$ cat config.mk
export PLATFORM = sky130hd
export DESIGN_NAME = door_strike_lock_controller_flat
export DESIGN_NICKNAME = d
export VERILOG_FILES = /design/src/hdl/lsc_pkg.sv /design/src/hdl/lsc_if.sv /design/src/hdl/door_strike_lock_controller.sv /design/src/hdl/lsc_cfg_regs.sv /design/src/hdl/lsc_debounce.sv /design/src/hdl/lsc_core.sv /design/src/flat_wrapper.sv
export SDC_FILE = /design/constraint.sdc
export NUM_CORES = 1
export LEC_CHECK = 0
export ABC_AREA = 1
export BUFFER_PORTS_ARGS = -buffer_cell sky130_fd_sc_hd__buf_2
export CELL_PAD_IN_SITES_DETAIL_PLACEMENT = 1
export CELL_PAD_IN_SITES_GLOBAL_PLACEMENT = 2
export CORE_MARGIN = 5
export CORE_UTILIZATION = 34
export DETAILED_ROUTE_END_ITERATION = 8
export HOLD_SLACK_MARGIN = 0.1
export MAX_ROUTING_LAYER = met4
export PLACE_DENSITY = 0.81
export SETUP_SLACK_MARGIN = 0.05
export SYNTH_ARGS = -nofsm -noshare
export SYNTH_HDL_FRONTEND = slang
export SYNTH_SLANG_ARGS = --single-unit
$ cat constraint.sdc
create_clock -name clk -period 11.3 [get_ports clk]
set_input_delay 3.39 -clock clk [delete_from_list [all_inputs] [get_ports clk]]
set_output_delay 3.39 -clock clk [all_outputs]
set_load 0.01 [all_outputs]
$ cat src/hdl/lsc_pkg.sv
// Shared types and constants for the door strike lock controller.
// No dependencies; compiled before every other file of the block.
package lsc_pkg;

    // Timer width of phase, hold and tone counters
    localparam int TIME_BITS = 16;
    localparam logic [TIME_BITS-1:0] TIME_MAX = {TIME_BITS{1'b1}};

    localparam logic [6:0] STARTUP_TICKS = 7'd100;
    localparam logic [31:0] MIN_SETTLE = 32'd400;

    // Configuration port
    localparam int CFG_IDX_W  = 3;
    localparam int CFG_DATA_W = 16;

    localparam logic [CFG_IDX_W-1:0] REG_LOCK_TIMEOUT  = 3'd0;
    localparam logic [CFG_IDX_W-1:0] REG_DEBOUNCE      = 3'd1;
    localparam logic [CFG_IDX_W-1:0] REG_PULL_PULSE    = 3'd2;
    localparam logic [CFG_IDX_W-1:0] REG_RELEASE_PULSE = 3'd3;
    localparam logic [CFG_IDX_W-1:0] REG_HOLD_DUTY     = 3'd4;
    localparam logic [CFG_IDX_W-1:0] REG_RELEASE_DUTY  = 3'd5;
    localparam logic [CFG_IDX_W-1:0] REG_TONE_PERIOD   = 3'd6;
    localparam logic [CFG_IDX_W-1:0] REG_REST          = 3'd7;

    // Phase codes
    localparam logic [2:0] PH_IDLE    = 3'd0;
    localparam logic [2:0] PH_PULL    = 3'd1;
    localparam logic [2:0] PH_HOLD    = 3'd2;
    localparam logic [2:0] PH_SETTLE  = 3'd3;
    localparam logic [2:0] PH_RELEASE = 3'd4;

    typedef struct packed {
        logic [15:0] lock_timeout;
        logic [7:0]  debounce_ticks;
        logic [11:0] pull_pulse_ticks;
        logic [11:0] release_pulse_ticks;
        logic [7:0]  hold_duty;
        logic [7:0]  release_duty;
        logic [15:0] tone_period;
        logic [11:0] rest_ticks;
    } cfg_t;

    // Core -> debouncer: sample this tick, and/or force stable to the raw sample
    typedef struct packed {
        logic sample;
        logic load;
    } deb_req_t;

    // Debouncer -> core: stable value after this tick's sample, and edge flag
    typedef struct packed {
        logic stable;
        logic changed;
    } deb_stat_t;

    typedef struct packed {
        logic [7:0] motor_left_level;
        logic       motor_right_on;
        logic       buzzer_on;
        logic       lock_open;
    } result_t;

endpackage

$ cat src/hdl/lsc_if.sv
// Valid/ready channel interfaces for the lock controller input and result beats.
// Depends on nothing.
interface lsc_in_if;
    logic valid;
    logic ready;
    logic control_raw;
    logic door_raw;

    modport source (output valid, output control_raw, output door_raw, input ready);
    modport sink (input valid, input control_raw, input door_raw, output ready);
endinterface

interface lsc_out_if;
    logic       valid;
    logic       ready;
    logic [7:0] motor_left_level;
    logic       motor_right_on;
    logic       buzzer_on;
    logic       lock_open;

    modport source (output valid, output motor_left_level, output motor_right_on,
                    output buzzer_on, output lock_open, input ready);
    modport sink (input valid, input motor_left_level, input motor_right_on,
                  input buzzer_on, input lock_open, output ready);
endinterface

$ cat src/hdl/door_strike_lock_controller.sv
// Top level of the door strike lock controller: input stage, core, result register.
// Depends on lsc_pkg, lsc_if, lsc_cfg_regs, lsc_debounce and lsc_core.
//
//  channel     dir  beat contents                                        handshake
//  item_in     in   control_raw, door_raw (one beat per ms tick)         valid/ready
//  result_out  out  motor_left_level, motor_right_on, buzzer_on,         valid/ready
//                   lock_open (one beat per input beat)
//  cfg_*       in   cfg_index, cfg_data                                  cfg_we only
//
//  Beats pass input, then result register; one beat per cycle unless result_out stalls.
//  The input register feeds a single pass of phase/debounce logic into the result register.
//  Reset (rst_n low, async) puts the lock in release phase with registers at defaults.
//  A stalled result_out holds the result register; the input register then fills and
//  item_in.ready drops until the result is taken.
module door_strike_lock_controller (
    input  logic                          clk,
    input  logic                          rst_n,
    lsc_in_if.sink                        item_in,
    lsc_out_if.source                     result_out,
    input  logic                          cfg_we,
    input  logic [lsc_pkg::CFG_IDX_W-1:0]  cfg_index,
    input  logic [lsc_pkg::CFG_DATA_W-1:0] cfg_data
);
    import lsc_pkg::*;

    cfg_t      cfg;
    deb_req_t  ctl_req, door_req;
    deb_stat_t ctl_stat, door_stat;
    result_t   result;

    // input stage
    logic s1_valid_reg;
    logic s1_ctl_reg;
    logic s1_door_reg;

    // result stage
    logic    out_valid_reg;
    result_t out_data_reg;

    // one tick of work happens when the input stage holds a beat and
    // the result register is free or being drained this cycle
    logic step;

    assign step          = s1_valid_reg && (!out_valid_reg || result_out.ready);
    assign item_in.ready = !s1_valid_reg || step;

    always_ff @(posedge clk or negedge rst_n)
    begin
        if (!rst_n)
        begin
            s1_valid_reg <= 1'b0;
        end
        else if (item_in.valid && item_in.ready)
        begin
            s1_valid_reg <= 1'b1;
        end
        else if (step)
        begin
            s1_valid_reg <= 1'b0;
        end
    end

    // payload needs no reset
    always_ff @(posedge clk)
    begin
        if (item_in.valid && item_in.ready)
        begin
            s1_ctl_reg  <= item_in.control_raw;
            s1_door_reg <= item_in.door_raw;
        end
    end

    lsc_cfg_regs u_cfg (
        .clk       (clk),
        .rst_n     (rst_n),
        .cfg_we    (cfg_we),
        .cfg_index (cfg_index),
        .cfg_data  (cfg_data),
        .cfg       (cfg)
    );

    lsc_debounce u_ctl_deb (
        .clk        (clk),
        .rst_n      (rst_n),
        .step       (step),
        .sample_bit (s1_ctl_reg),
        .thresh     (cfg.debounce_ticks),
        .req        (ctl_req),
        .stat       (ctl_stat)
    );

    lsc_debounce u_door_deb (
        .clk        (clk),
        .rst_n      (rst_n),
        .step       (step),
        .sample_bit (s1_door_reg),
        .thresh     (cfg.debounce_ticks),
        .req        (door_req),
        .stat       (door_stat)
    );

    lsc_core u_core (
        .clk       (clk),
        .rst_n     (rst_n),
        .step      (step),
        .door_bit  (s1_door_reg),
        .cfg       (cfg),
        .ctl_stat  (ctl_stat),
        .door_stat (door_stat),
        .ctl_req   (ctl_req),
        .door_req  (door_req),
        .result    (result)
    );

    always_ff @(posedge clk or negedge rst_n)
    begin
        if (!rst_n)
        begin
            out_valid_reg <= 1'b0;
        end
        else if (step)
        begin
            out_valid_reg <= 1'b1;
        end
        else if (result_out.ready)
        begin
            out_valid_reg <= 1'b0;
        end
    end

    always_ff @(posedge clk)
    begin
        if (step)
        begin
            out_data_reg <= result;
        end
    end

    assign result_out.valid            = out_valid_reg;
    assign result_out.motor_left_level = out_data_reg.motor_left_level;
    assign result_out.motor_right_on   = out_data_reg.motor_right_on;
    assign result_out.buzzer_on        = out_data_reg.buzzer_on;
    assign result_out.lock_open        = out_data_reg.lock_open;

    // release drive and an open lock are mutually exclusive
    a_open_vs_release: assert property (@(posedge clk) disable iff (!rst_n)
        out_valid_reg |-> !(out_data_reg.lock_open && out_data_reg.motor_right_on))
        else $error("lock_open and release drive both set");

    // a processed beat always lands in the result register
    a_step_fills_out: assert property (@(posedge clk) disable iff (!rst_n)
        step |=> out_valid_reg)
        else $error("result register empty after a processed beat");

    // a held input beat is not dropped while the result side stalls
    a_s1_held: assert property (@(posedge clk) disable iff (!rst_n)
        (s1_valid_reg && !step) |=> s1_valid_reg)
        else $error("input beat lost during stall");

    // buzzer only sounds while the lock is open
    a_buzz_open: assert property (@(posedge clk) disable iff (!rst_n)
        (out_valid_reg && out_data_reg.buzzer_on) |-> out_data_reg.lock_open)
        else $error("buzzer on with lock closed");

endmodule

$ cat src/hdl/lsc_cfg_regs.sv
// Configuration register file of the lock controller.
// Depends on lsc_pkg.
module lsc_cfg_regs (
    input  logic                          clk,
    input  logic                          rst_n,
    input  logic                          cfg_we,
    input  logic [lsc_pkg::CFG_IDX_W-1:0]  cfg_index,
    input  logic [lsc_pkg::CFG_DATA_W-1:0] cfg_data,
    output lsc_pkg::cfg_t                 cfg
);
    import lsc_pkg::*;

    cfg_t cfg_reg;

    always_ff @(posedge clk or negedge rst_n)
    begin
        if (!rst_n)
        begin
            cfg_reg.lock_timeout        <= 16'd30000;
            cfg_reg.debounce_ticks      <= 8'd50;
            cfg_reg.pull_pulse_ticks    <= 12'd250;
            cfg_reg.release_pulse_ticks <= 12'd250;
            cfg_reg.hold_duty           <= 8'd96;
            cfg_reg.release_duty        <= 8'd128;
            cfg_reg.tone_period         <= 16'd1000;
            cfg_reg.rest_ticks          <= 12'd200;
        end
        else if (cfg_we)
        begin
            case (cfg_index)
                REG_LOCK_TIMEOUT:  cfg_reg.lock_timeout        <= cfg_data;
                REG_DEBOUNCE:      cfg_reg.debounce_ticks      <= cfg_data[7:0];
                REG_PULL_PULSE:    cfg_reg.pull_pulse_ticks    <= cfg_data[11:0];
                REG_RELEASE_PULSE: cfg_reg.release_pulse_ticks <= cfg_data[11:0];
                REG_HOLD_DUTY:     cfg_reg.hold_duty           <= cfg_data[7:0];
                REG_RELEASE_DUTY:  cfg_reg.release_duty        <= cfg_data[7:0];
                REG_TONE_PERIOD:   cfg_reg.tone_period         <= cfg_data;
                REG_REST:          cfg_reg.rest_ticks          <= cfg_data[11:0];
                default:           ;
            endcase
        end
    end

    assign cfg = cfg_reg;

endmodule

$ cat src/hdl/lsc_debounce.sv
// One-bit input debouncer: last sample, saturating quiet count, stable value.
// Depends on lsc_pkg.
module lsc_debounce (
    input  logic               clk,
    input  logic               rst_n,
    input  logic               step,
    input  logic               sample_bit,
    input  logic [7:0]         thresh,
    input  lsc_pkg::deb_req_t  req,
    output lsc_pkg::deb_stat_t stat
);
    import lsc_pkg::*;

    logic       last_reg, last_next;
    logic [7:0] quiet_reg, quiet_next;
    logic       stable_reg, stable_next;
    logic       deb_stable;
    logic       deb_changed;

    always_comb
    begin
        last_next   = last_reg;
        quiet_next  = quiet_reg;
        deb_stable  = stable_reg;
        deb_changed = 1'b0;
        if (req.sample)
        begin
            if (sample_bit != last_reg)
            begin
                last_next  = sample_bit;
                quiet_next = 8'd0;
            end
            else if (quiet_reg != 8'hFF)
            begin
                quiet_next = quiet_reg + 8'd1;
            end
            if (sample_bit != stable_reg && quiet_next > thresh)
            begin
                deb_stable  = sample_bit;
                deb_changed = 1'b1;
            end
        end
        // forced load wins over the debounced value
        stable_next = req.load ? sample_bit : deb_stable;
    end

    assign stat.stable  = deb_stable;
    assign stat.changed = deb_changed;

    always_ff @(posedge clk or negedge rst_n)
    begin
        if (!rst_n)
        begin
            last_reg   <= 1'b0;
            quiet_reg  <= 8'd0;
            stable_reg <= 1'b0;
        end
        else if (step)
        begin
            last_reg   <= last_next;
            quiet_reg  <= quiet_next;
            stable_reg <= stable_next;
        end
    end

endmodule

$ cat src/hdl/lsc_core.sv
// Phase sequencer of the lock controller: phase, timers, startup guard, outputs.
// Depends on lsc_pkg; drives the two lsc_debounce instances through deb_req_t.
module lsc_core (
    input  logic               clk,
    input  logic               rst_n,
    input  logic               step,
    input  logic               door_bit,
    input  lsc_pkg::cfg_t      cfg,
    input  lsc_pkg::deb_stat_t ctl_stat,
    input  lsc_pkg::deb_stat_t door_stat,
    output lsc_pkg::deb_req_t  ctl_req,
    output lsc_pkg::deb_req_t  door_req,
    output lsc_pkg::result_t   result
);
    import lsc_pkg::*;

    logic [2:0]           phase_reg, phase_next;
    logic [TIME_BITS-1:0] pt_reg, pt_next;
    logic [TIME_BITS-1:0] oe_reg, oe_next;
    logic [TIME_BITS-1:0] tt_reg, tt_next;
    logic                 dao_reg, dao_next;
    logic [6:0]           startup_reg, startup_next;

    logic                 active;
    logic [2:0]           ph1;
    logic [TIME_BITS-1:0] pt1, oe1, tt1;
    logic                 pull_end1;
    logic                 sample_en;

    // Settle ends after max(400 - hold time, 0) + rest ticks, or at timer saturation
    function automatic logic settle_done(input logic [TIME_BITS-1:0] pt,
                                         input logic [TIME_BITS-1:0] oe,
                                         input logic [11:0] rest);
        logic [31:0] wait_len;
        begin
            wait_len = (32'(oe) < MIN_SETTLE) ? (MIN_SETTLE - 32'(oe)) : 32'd0;
            settle_done = (32'(pt) >= wait_len + 32'(rest)) || (pt == TIME_MAX);
        end
    endfunction

    assign active = (startup_reg >= STARTUP_TICKS);

    // Phase completion at the start of the tick
    always_comb
    begin
        ph1       = phase_reg;
        pt1       = pt_reg;
        oe1       = oe_reg;
        tt1       = tt_reg;
        pull_end1 = 1'b0;
        if (ph1 > PH_RELEASE)
        begin
            ph1 = PH_IDLE;
        end
        if (ph1 == PH_PULL && 32'(pt1) >= 32'(cfg.pull_pulse_ticks))
        begin
            ph1       = PH_HOLD;
            pt1       = '0;
            oe1       = '0;
            tt1       = '0;
            pull_end1 = 1'b1;
        end
        if (ph1 == PH_SETTLE && settle_done(pt1, oe1, cfg.rest_ticks))
        begin
            ph1 = PH_RELEASE;
            pt1 = '0;
        end
        if (ph1 == PH_RELEASE && 32'(pt1) >= 32'(cfg.release_pulse_ticks))
        begin
            ph1 = PH_IDLE;
            pt1 = '0;
        end
        sample_en = active && (ph1 == PH_IDLE || ph1 == PH_HOLD);
    end

    // Request, hold exit, outputs and timer updates
    always_comb
    begin
        logic [2:0]           ph;
        logic [TIME_BITS-1:0] pt, oe, tt;
        logic                 dao;
        logic                 door_load;
        logic                 door_st;
        begin
            ph        = ph1;
            pt        = pt1;
            oe        = oe1;
            tt        = tt1;
            dao       = dao_reg;
            door_load = pull_end1;
            result    = '0;

            if (sample_en && ph == PH_IDLE && ctl_stat.changed && ctl_stat.stable)
            begin
                dao = door_stat.stable;
                ph  = PH_PULL;
                pt  = '0;
                // zero-length pull goes straight to hold
                if (cfg.pull_pulse_ticks == 12'd0)
                begin
                    ph        = PH_HOLD;
                    oe        = '0;
                    tt        = '0;
                    door_load = 1'b1;
                end
            end

            door_st = door_load ? door_bit : door_stat.stable;

            if (ph == PH_HOLD && (door_st != dao || 32'(oe) >= 32'(cfg.lock_timeout)))
            begin
                ph = PH_SETTLE;
                pt = '0;
                if (settle_done(pt, oe, cfg.rest_ticks))
                begin
                    ph = PH_RELEASE;
                    if (cfg.release_pulse_ticks == 12'd0)
                    begin
                        ph = PH_IDLE;
                    end
                end
            end

            case (ph)
                PH_PULL:
                begin
                    result.motor_left_level = 8'hFF;
                    result.lock_open        = 1'b1;
                end
                PH_HOLD:
                begin
                    result.motor_left_level = cfg.hold_duty;
                    result.lock_open        = 1'b1;
                    result.buzzer_on        = (32'(tt) < 32'(cfg.tone_period >> 1));
                end
                PH_SETTLE:
                begin
                    result.lock_open = 1'b1;
                end
                PH_RELEASE:
                begin
                    result.motor_left_level = 8'hFF - cfg.release_duty;
                    result.motor_right_on   = 1'b1;
                end
                default: ;
            endcase

            if (ph == PH_HOLD)
            begin
                if (oe != TIME_MAX)
                begin
                    oe = oe + 1'b1;
                end
                tt = tt + 1'b1;
                if (32'(tt) >= 32'(cfg.tone_period))
                begin
                    tt = '0;
                end
            end
            else if (ph != PH_IDLE && pt != TIME_MAX)
            begin
                pt = pt + 1'b1;
            end

            phase_next   = ph;
            pt_next      = pt;
            oe_next      = oe;
            tt_next      = tt;
            dao_next     = dao;
            startup_next = active ? startup_reg : startup_reg + 7'd1;
            door_req.sample = sample_en;
            door_req.load   = door_load;
        end
    end

    assign ctl_req.sample = sample_en;
    assign ctl_req.load   = 1'b0;

    always_ff @(posedge clk or negedge rst_n)
    begin
        if (!rst_n)
        begin
            phase_reg   <= PH_RELEASE;
            pt_reg      <= '0;
            oe_reg      <= '0;
            tt_reg      <= '0;
            dao_reg     <= 1'b0;
            startup_reg <= 7'd0;
        end
        else if (step)
        begin
            phase_reg   <= phase_next;
            pt_reg      <= pt_next;
            oe_reg      <= oe_next;
            tt_reg      <= tt_next;
            dao_reg     <= dao_next;
            startup_reg <= startup_next;
        end
    end

endmodule
$ cat src/flat_wrapper.sv
// flat-port wrapper written by rule: the top's interface ports become plain ports
module door_strike_lock_controller_flat import lsc_pkg::*;
  (clk, rst_n, cfg_we, cfg_index, cfg_data, item_in_valid, item_in_control_raw, item_in_door_raw, item_in_ready, result_out_valid, result_out_motor_left_level, result_out_motor_right_on, result_out_buzzer_on, result_out_lock_open, result_out_ready);
  lsc_in_if item_in_i ();
  lsc_out_if result_out_i ();
  input  logic clk;
  input  logic rst_n;
  input  logic cfg_we;
  input  logic [lsc_pkg::CFG_IDX_W-1:0] cfg_index;
  input  logic [lsc_pkg::CFG_DATA_W-1:0] cfg_data;
  input wire logic [$bits(item_in_i.valid)-1:0] item_in_valid;
  input wire logic [$bits(item_in_i.control_raw)-1:0] item_in_control_raw;
  input wire logic [$bits(item_in_i.door_raw)-1:0] item_in_door_raw;
  output wire logic [$bits(item_in_i.ready)-1:0] item_in_ready;
  output wire logic [$bits(result_out_i.valid)-1:0] result_out_valid;
  output wire logic [$bits(result_out_i.motor_left_level)-1:0] result_out_motor_left_level;
  output wire logic [$bits(result_out_i.motor_right_on)-1:0] result_out_motor_right_on;
  output wire logic [$bits(result_out_i.buzzer_on)-1:0] result_out_buzzer_on;
  output wire logic [$bits(result_out_i.lock_open)-1:0] result_out_lock_open;
  input wire logic [$bits(result_out_i.ready)-1:0] result_out_ready;
  assign item_in_i.valid = item_in_valid;
  assign item_in_i.control_raw = item_in_control_raw;
  assign item_in_i.door_raw = item_in_door_raw;
  assign item_in_ready = item_in_i.ready;
  assign result_out_valid = result_out_i.valid;
  assign result_out_motor_left_level = result_out_i.motor_left_level;
  assign result_out_motor_right_on = result_out_i.motor_right_on;
  assign result_out_buzzer_on = result_out_i.buzzer_on;
  assign result_out_lock_open = result_out_i.lock_open;
  assign result_out_i.ready = result_out_ready;
  door_strike_lock_controller u_core (.clk(clk), .rst_n(rst_n), .item_in(item_in_i), .result_out(result_out_i), .cfg_we(cfg_we), .cfg_index(cfg_index), .cfg_data(cfg_data));
endmodule
======== Yosys cells after proc, flatten, opt, wreduce, memory -nomap -nowiden ========
Index checks and enable logic that the tools add are counted.
operators by class
  add/sub/neg operators ................... 11
  $lt $le $gt $ge ......................... 13
  eq/ne operators ......................... 26
  mux-type cells .......................... 52
  bitwise gates (word level) .............. 1
  reductions and logical operators ........ 40
operator list
  kind                   number
  $mux 16                17
  $add 32x12->32         2
  $mux 32                2
  $add 16x1->16 const B  3
  $mux 8                 6
  $sub 9x16->17 const A  2
  $ge 1x32->1 const A    1
  $ge 16x12->1           2
  $ge 16x16->1           2
  $ge 16x32->1           1
  $lt 16x9->1 const B    2
  $ne 16x16->1 const B   2
  $logic_not 12->1       2
  $mux 3                 8
  $pmux 8 s3             1
  $eq 3x2->1 const B     7
  $reduce_and 2->1       10
  $eq 3x3->1 const B     6
  $mux 1                 17
  $add 8x1->8 const B    2
  $eq 16x16->1 const B   1
  $gt 8x8->1             2
  $lt 16x15->1           1
  $ne 8x8->1 const B     2
  16 further kinds       42
storage, ports and cells
  bits in registers ....................... 186
  input port bits ......................... 26
  output and inout bits ................... 13
  logic and storage cells ................. 171

======== Logic depth before layout (Yosys ltp) ========
  depth in word-level cells ............... 36
  mapped depth ............................ 99
  gate-level depth less buffers ........... 96

======== Modules after synthesis ========
A second synthesis with hierarchy kept.
second synthesis, totals
  cells, all modules ...................... 1,986
  area total of the unflattened synthesis .. 14,442.6 sq um
by module, submodules not included
  module                       times used  cells an instance  area an instance (sq um)  sequential area each (sq um)
  lsc_core                     1           1,282              8,408.1                   1,477.7
  lsc_cfg_regs                 1           419                3,722.3                   2,344.7
  lsc_debounce                 2           130                913.4                     250.2
  door_strike_lock_controller  1           25                 485.5                     440.4

======== Worst setup path before layout ========
Ideal clock, no wire load.
  path kind ............................... register to register
  start ................................... register u_core.u_cfg.cfg_reg, in the netlist u_core.u_cfg.cfg[63]
  end ..................................... register u_core.u_core.pt_reg[11]
  library setup time ...................... 0.065 ns
  arrival ................................. 11.331 ns
  required time ........................... 11.235 ns
  path slack .............................. -0.096 ns
  stages on the path, launching flop included .. 97
  buffers on the path ..................... 5
  period minus slack after synthesis ...... 11.396 ns
  path through ............................ dfstp_2 -> inv_1 -> ha_1 -> nand2_1 -> inv_2 -> nand2_1 -> nand2_1 -> nor2_1 -> nand2_1 -> nand2_1 -> nand2_2 -> nand2_4 -> inv_2 -> clkbuf_1 -> nor2_1 -> inv_1 -> ha_1 -> nand2_1 -> (+61 left out) -> nand2_1 -> nand2_2 -> buf_6 -> inv_1 -> nor2_1 -> ha_1 -> inv_1 -> nor4_1 -> nand4_2 -> nor2_2 -> nand2_1 -> nor2_2 -> nand3_1 -> buf_2 -> buf_6 -> nand4_1 -> nand3_1 -> nand2_1
between the ends
  word-level cells in the longest chain between the ends .. 30
  elaborated cells between the ends (all ways) .. 62
  those cells by class .................... add/sub: 5; order compare: 7; eq/ne: 8; mux: 27; reduce/logical: 15
ends and longest elaborated chain
  element                                       RTL line            source
  from (decl)                                   lsc_cfg_regs.sv:13  cfg_t cfg_reg;
  $ge 16x12->1                                  lsc_core.sv:55      if (ph1 == PH_PULL && 32'(pt1) >= 32'(cfg.pull_pulse_ticks))
  $logic_and 1x1->1                             lsc_core.sv:55
  $mux 16                                       lsc_core.sv:55
  $sub 9x16->17 or $lt 16x9->1 (tied branches)  lsc_core.sv:36      wait_len = (32'(oe) < MIN_SETTLE) ? (MIN_SETTLE - 32'(oe)) : 32'd0;
  $mux 32                                       lsc_core.sv:36
  $add 32x12->32                                lsc_core.sv:37      settle_done = (32'(pt) >= wait_len + 32'(rest)) || (pt == TIME_MAX);
  $ge 16x32->1                                  lsc_core.sv:37
  $logic_or 1x1->1                              lsc_core.sv:37
  (+14 left out)                                -
  $add 32x12->32                                lsc_core.sv:37
  $ge 1x32->1                                   lsc_core.sv:37
  $mux 3                                        lsc_core.sv:114     if (settle_done(pt, oe, cfg.rest_ticks))
  $mux 3                                        lsc_core.sv:110     if (ph == PH_HOLD && (door_st != dao || 32'(oe) >= 32'(cfg.lock_timeout)))
  $reduce_bool 3->1                             lsc_core.sv:160     else if (ph != PH_IDLE && pt != TIME_MAX)
  $logic_and 1x1->1                             lsc_core.sv:160
  $mux 16                                       lsc_core.sv:160
  $mux 16 *                                     lsc_core.sv:148     if (ph == PH_HOLD)
  to (signal assigned)                          lsc_core.sv:193     pt_reg <= pt_next;
  to (decl)                                     lsc_core.sv:18      logic [TIME_BITS-1:0] pt_reg, pt_next;
Mark *: on every way between the ends. The rest lies on a longest branch, timed or not.
A chain may end at the register's enable or synchronous reset.

======== Final worst setup path ========
  start ................................... register u_core.u_cfg.cfg_reg, in the netlist u_core.u_cfg.cfg[63]
  end ..................................... register u_core.u_core.pt_reg[0]
The elaborated chain is that of the path after synthesis.

==> metrics.md <==
| Metric | Value |
|---|---|
| Outcome | `complete, but fails checks` |
| Failing checks | `setup timing` |
| RSZ-0062 raised after global routing | `true` |
| Power Total | `3.19 mW` |
| H-Tree Depth | `4` |
| Final period utilization | `101%` |
| Rel. slew slack | `33.2%` |
| HP Class | `flop to flop` |
| Final net count | `2262` |
| First-pass GRT wire length | `75.8 mm` |
| Layout area overhead | `27.9%` |
| Crit-path max cell delay | `0.54 ns` |
| Worst clock skew | `0.0159 ns` |
| CTS Hold Bufs | `0` |
| Global Route Usage Sum | `21.9%` |
| Final hold violation count | `0` |
| WP data arrival | `11.80 ns` |
| Cell leakage power | `8.83 nW` |
| Routed Antenna Nets | `0` |
| Layout cells sized above 1 | `25.3%` |
| GRT overflow | `0` |
| Setup TNS | `-0.295 ns` |
| Die area | `44800 µm²` |
| Std-Cell Rows | `73` |
| Drt first pass iters | `7` |
| Starting DRT DRC Count | `603` |
| Setup violations, final | `13` |
| Vias in the first global route | `14009` |
| Total number of vias | `13454` |
| CTS tree | `done` |
| Distinct cells, synth | `63` |
| Startpoint types | `flop` |
| R2R Setup Slk | `-0.11 ns` |
| Total CTS buffers | `17` |
| Crit. End Element | `flop` |
| Yosys warns | `0` |
| Total I/O pin count | `39` |
| Clock latency on the worst-skew pair | `0.47 ns` |
| Clock buffer depth | `2` |
| # clock sinks | `186` |
| Initial antenna violation count | `0` |
| F_max | `87.7 MHz` |
| Root Buffer | `clkbuf_16` |
| Non-Filler Instances | `2637` |
| WL final | `48.5 mm` |
| Commonest non-fill, non-tap cell in the layout | `nand2_1` |
| Max reg flops | `92` |
| Clk slew on worst S/H paths | `0.08 ns` |
| Crit Path Max Fanout | `6` |
| Largest net degree at the start of global routing | `100` |
| Cell Count Post-Placement | `2514` |
| Capturing point of the worst reg2reg path | `u_core.u_core.pt_reg[0]$_DFFE_PN0P_` |
| Seq cells post-synth | `186` |
| Post-synth EDFFs | `13` |
| Min Tclk post-route | `11.41 ns` |
| Post-synth ARST share | `93.0%` |
| Vias per cell | `5.10` |
| Worst hold endpoint | `u_core.u_cfg.cfg[91]$_DFFE_PN0P_` |
| RePlAce Congestion | `0.929` |
| Post-Syn Instances | `1864` |
| IO Port Bufs | `38` |
| Post-synthesis instance area | `13800 µm²` |
| DIE WIDTH | `212 µm` |
| Pins Over Slew Limit | `0` |
| Power Dens Cells | `180 nW/µm²` |
| Worst slack at placement | `-0.664 ns` |
| Hold Startpoint | `u_core.u_cfg.cfg[91]$_DFFE_PN0P_` |
| Utilization after layout | `44.2%` |
| Hold Crit Depth | `2` |
| ANT cells | `0` |
| Least-Margin Pin Slew | `1.00 ns` |
| Kind of critical path | `flop to flop` |
| Maxcap violations | `0` |
| Core area | `40000 µm²` |
| # DRC | `0` |
| Wire per inst | `18.4 µm` |
| Initial core utilization | `34.6%` |
| Worst endpoint required time | `11.69 ns` |
| Die Y | `212 µm` |
| Syn Area/Cell | `7.42 µm²` |
| Worst Reg-to-Reg Cells | `92` |
| Slowest cell on the critical path | `dfstp_2` |
| Fill count | `4928` |
| Worst IR Drop VDD | `0.100 mV` |
| Main synth FF type | `dfrtp_1` |
| DP HPWL | `35.0 mm` |
| Post-synthesis sequential area ratio | `34.4%` |
| RR Startpoint | `u_core.u_cfg.cfg[63]$_DFFE_PN1P_` |
| Most frequent CP cell | `buf_4` |
| Commonest cells after routing, fill and taps aside | `nand2_1 (380), inv_1 (274), buf_4 (198), o21ai_0 (144), dfrtp_1 (138)` |
| Final setup margin | `-0.108 ns` |
critical path, delay by kind of cell, from the launching register on:
family / cells / cell delay [ns]
XOR/XNOR: 1 / 0.14
AND/OR/NAND/NOR: 35 / 3.08
buffers and inverters: 23 / 2.55
AO/OA/AOI/OAI: 28 / 3.89
adder cells (fa/ha/maj): 5 / 1.16
flip-flops: 1 / 0.54
report_power, final:
part,switching [mW],total (mW),leakage [nW],internal [mW]
Clock,0.310,0.622,0.282,0.312
Combinational,0.922,1.61,6.35,0.689
Sequential,0.115,0.952,2.19,0.837
Total,1.35,3.19,8.83,1.84
cell families (layout without fill, tap and decap cells):
group / Yosys count / count (layout) / synth area share [%]
mux: 1 / 1 / 0.0724
xor+xnor: 60 / 60 / 3.80
flops: 186 / 186 / 34.4
compound gates: 352 / 352 / 14.4
simple gates: 770 / 770 / 24.6
buf+inv: 356 / 601 / 10.1
fa+ha+maj: 137 / 137 / 12.5
other cells: 2 / 5 / 0.0543
synth_stat cells, types with 13 or more instances:
master,instances,area share (%)
a21oi_1,98,3.5
clkbuf_1,29,0.79
dfrtp_1,138,25
dfstp_2,35,6.6
edfxtp_1,13,2.8
ha_1,135,12
inv_1,289,7.8
inv_2,15,0.41
nand2_1,412,11
nand3_1,84,3.0
nand4_1,44,2.0
nor2_1,144,3.9
nor3_1,25,0.90
o211ai_1,13,0.71
o21ai_0,155,5.6
xnor2_1,23,1.5
xor2_1,37,2.3
area by class of cell:
cell class / instances / area [µm²] / share of cell area, %
timing repair buffer: 260 / 2020 / 11.4
clock buffer: 17 / 425 / 2.41
clock inverter: 15 / 156 / 0.884
tap: 525 / 657 / 3.71
multi-input combinational: 1325 / 8480 / 47.9
sequential: 186 / 4760 / 26.9
inverter: 309 / 1180 / 6.70
how the worst max path moves through the flow:
| stage | endpoint | depth (start not counted) | startpoint |
|---|---|---|---|
| floorplan | u_core.u_core.pt_reg[11]$_DFFE_PN0P_ | 96 | u_core.u_cfg.cfg[63]$_DFFE_PN1P_ |
| global placement | u_core.u_core.pt_reg[7]$_DFFE_PN0P_ | 94 | u_core.u_cfg.cfg[63]$_DFFE_PN1P_ |
| detailed placement | u_core.u_core.pt_reg[7]$_DFFE_PN0P_ | 96 | u_core.u_cfg.cfg[63]$_DFFE_PN1P_ |
| CTS | u_core.u_core.pt_reg[7]$_DFFE_PN0P_ | 94 | u_core.u_cfg.cfg[57]$_DFFE_PN1P_ |
| global route | u_core.u_core.pt_reg[9]$_DFFE_PN0P_ | 91 | u_core.u_cfg.cfg[61]$_DFFE_PN1P_ |
| finish | u_core.u_core.pt_reg[0]$_DFFE_PN0P_ | 92 | u_core.u_cfg.cfg[63]$_DFFE_PN1P_ |
what timing repair did:
action | 4_1_cts | 5_1_grt
endpoints found under the hold margin | 0 | 0
pin swaps | 32 | 84
cloned | 3 | 1
gates resized for setup | 82 | 150
endpoints found under the setup margin | 25 | 62
setup buffers | 53 | 37
per-layer routing:
metal	global-route usage (%)	up-vias	wire length, µm
met5	-	-	0
met4	6.26	0	1210
met3	2.80	60	1120
met2	37.8	150	24500
met1	26.9	6670	21700
li1	-	6574	-
metrics by stage:
step	area, µm²	hold WS [ns]
after detailed placement	15500	0.477
after floorplan	13800	0.437
after CTS	16800	0.495
after global routing	17700	0.510
after global placement	15500	0.463
final	17700	0.492
(Power assumes the default switching activity.)
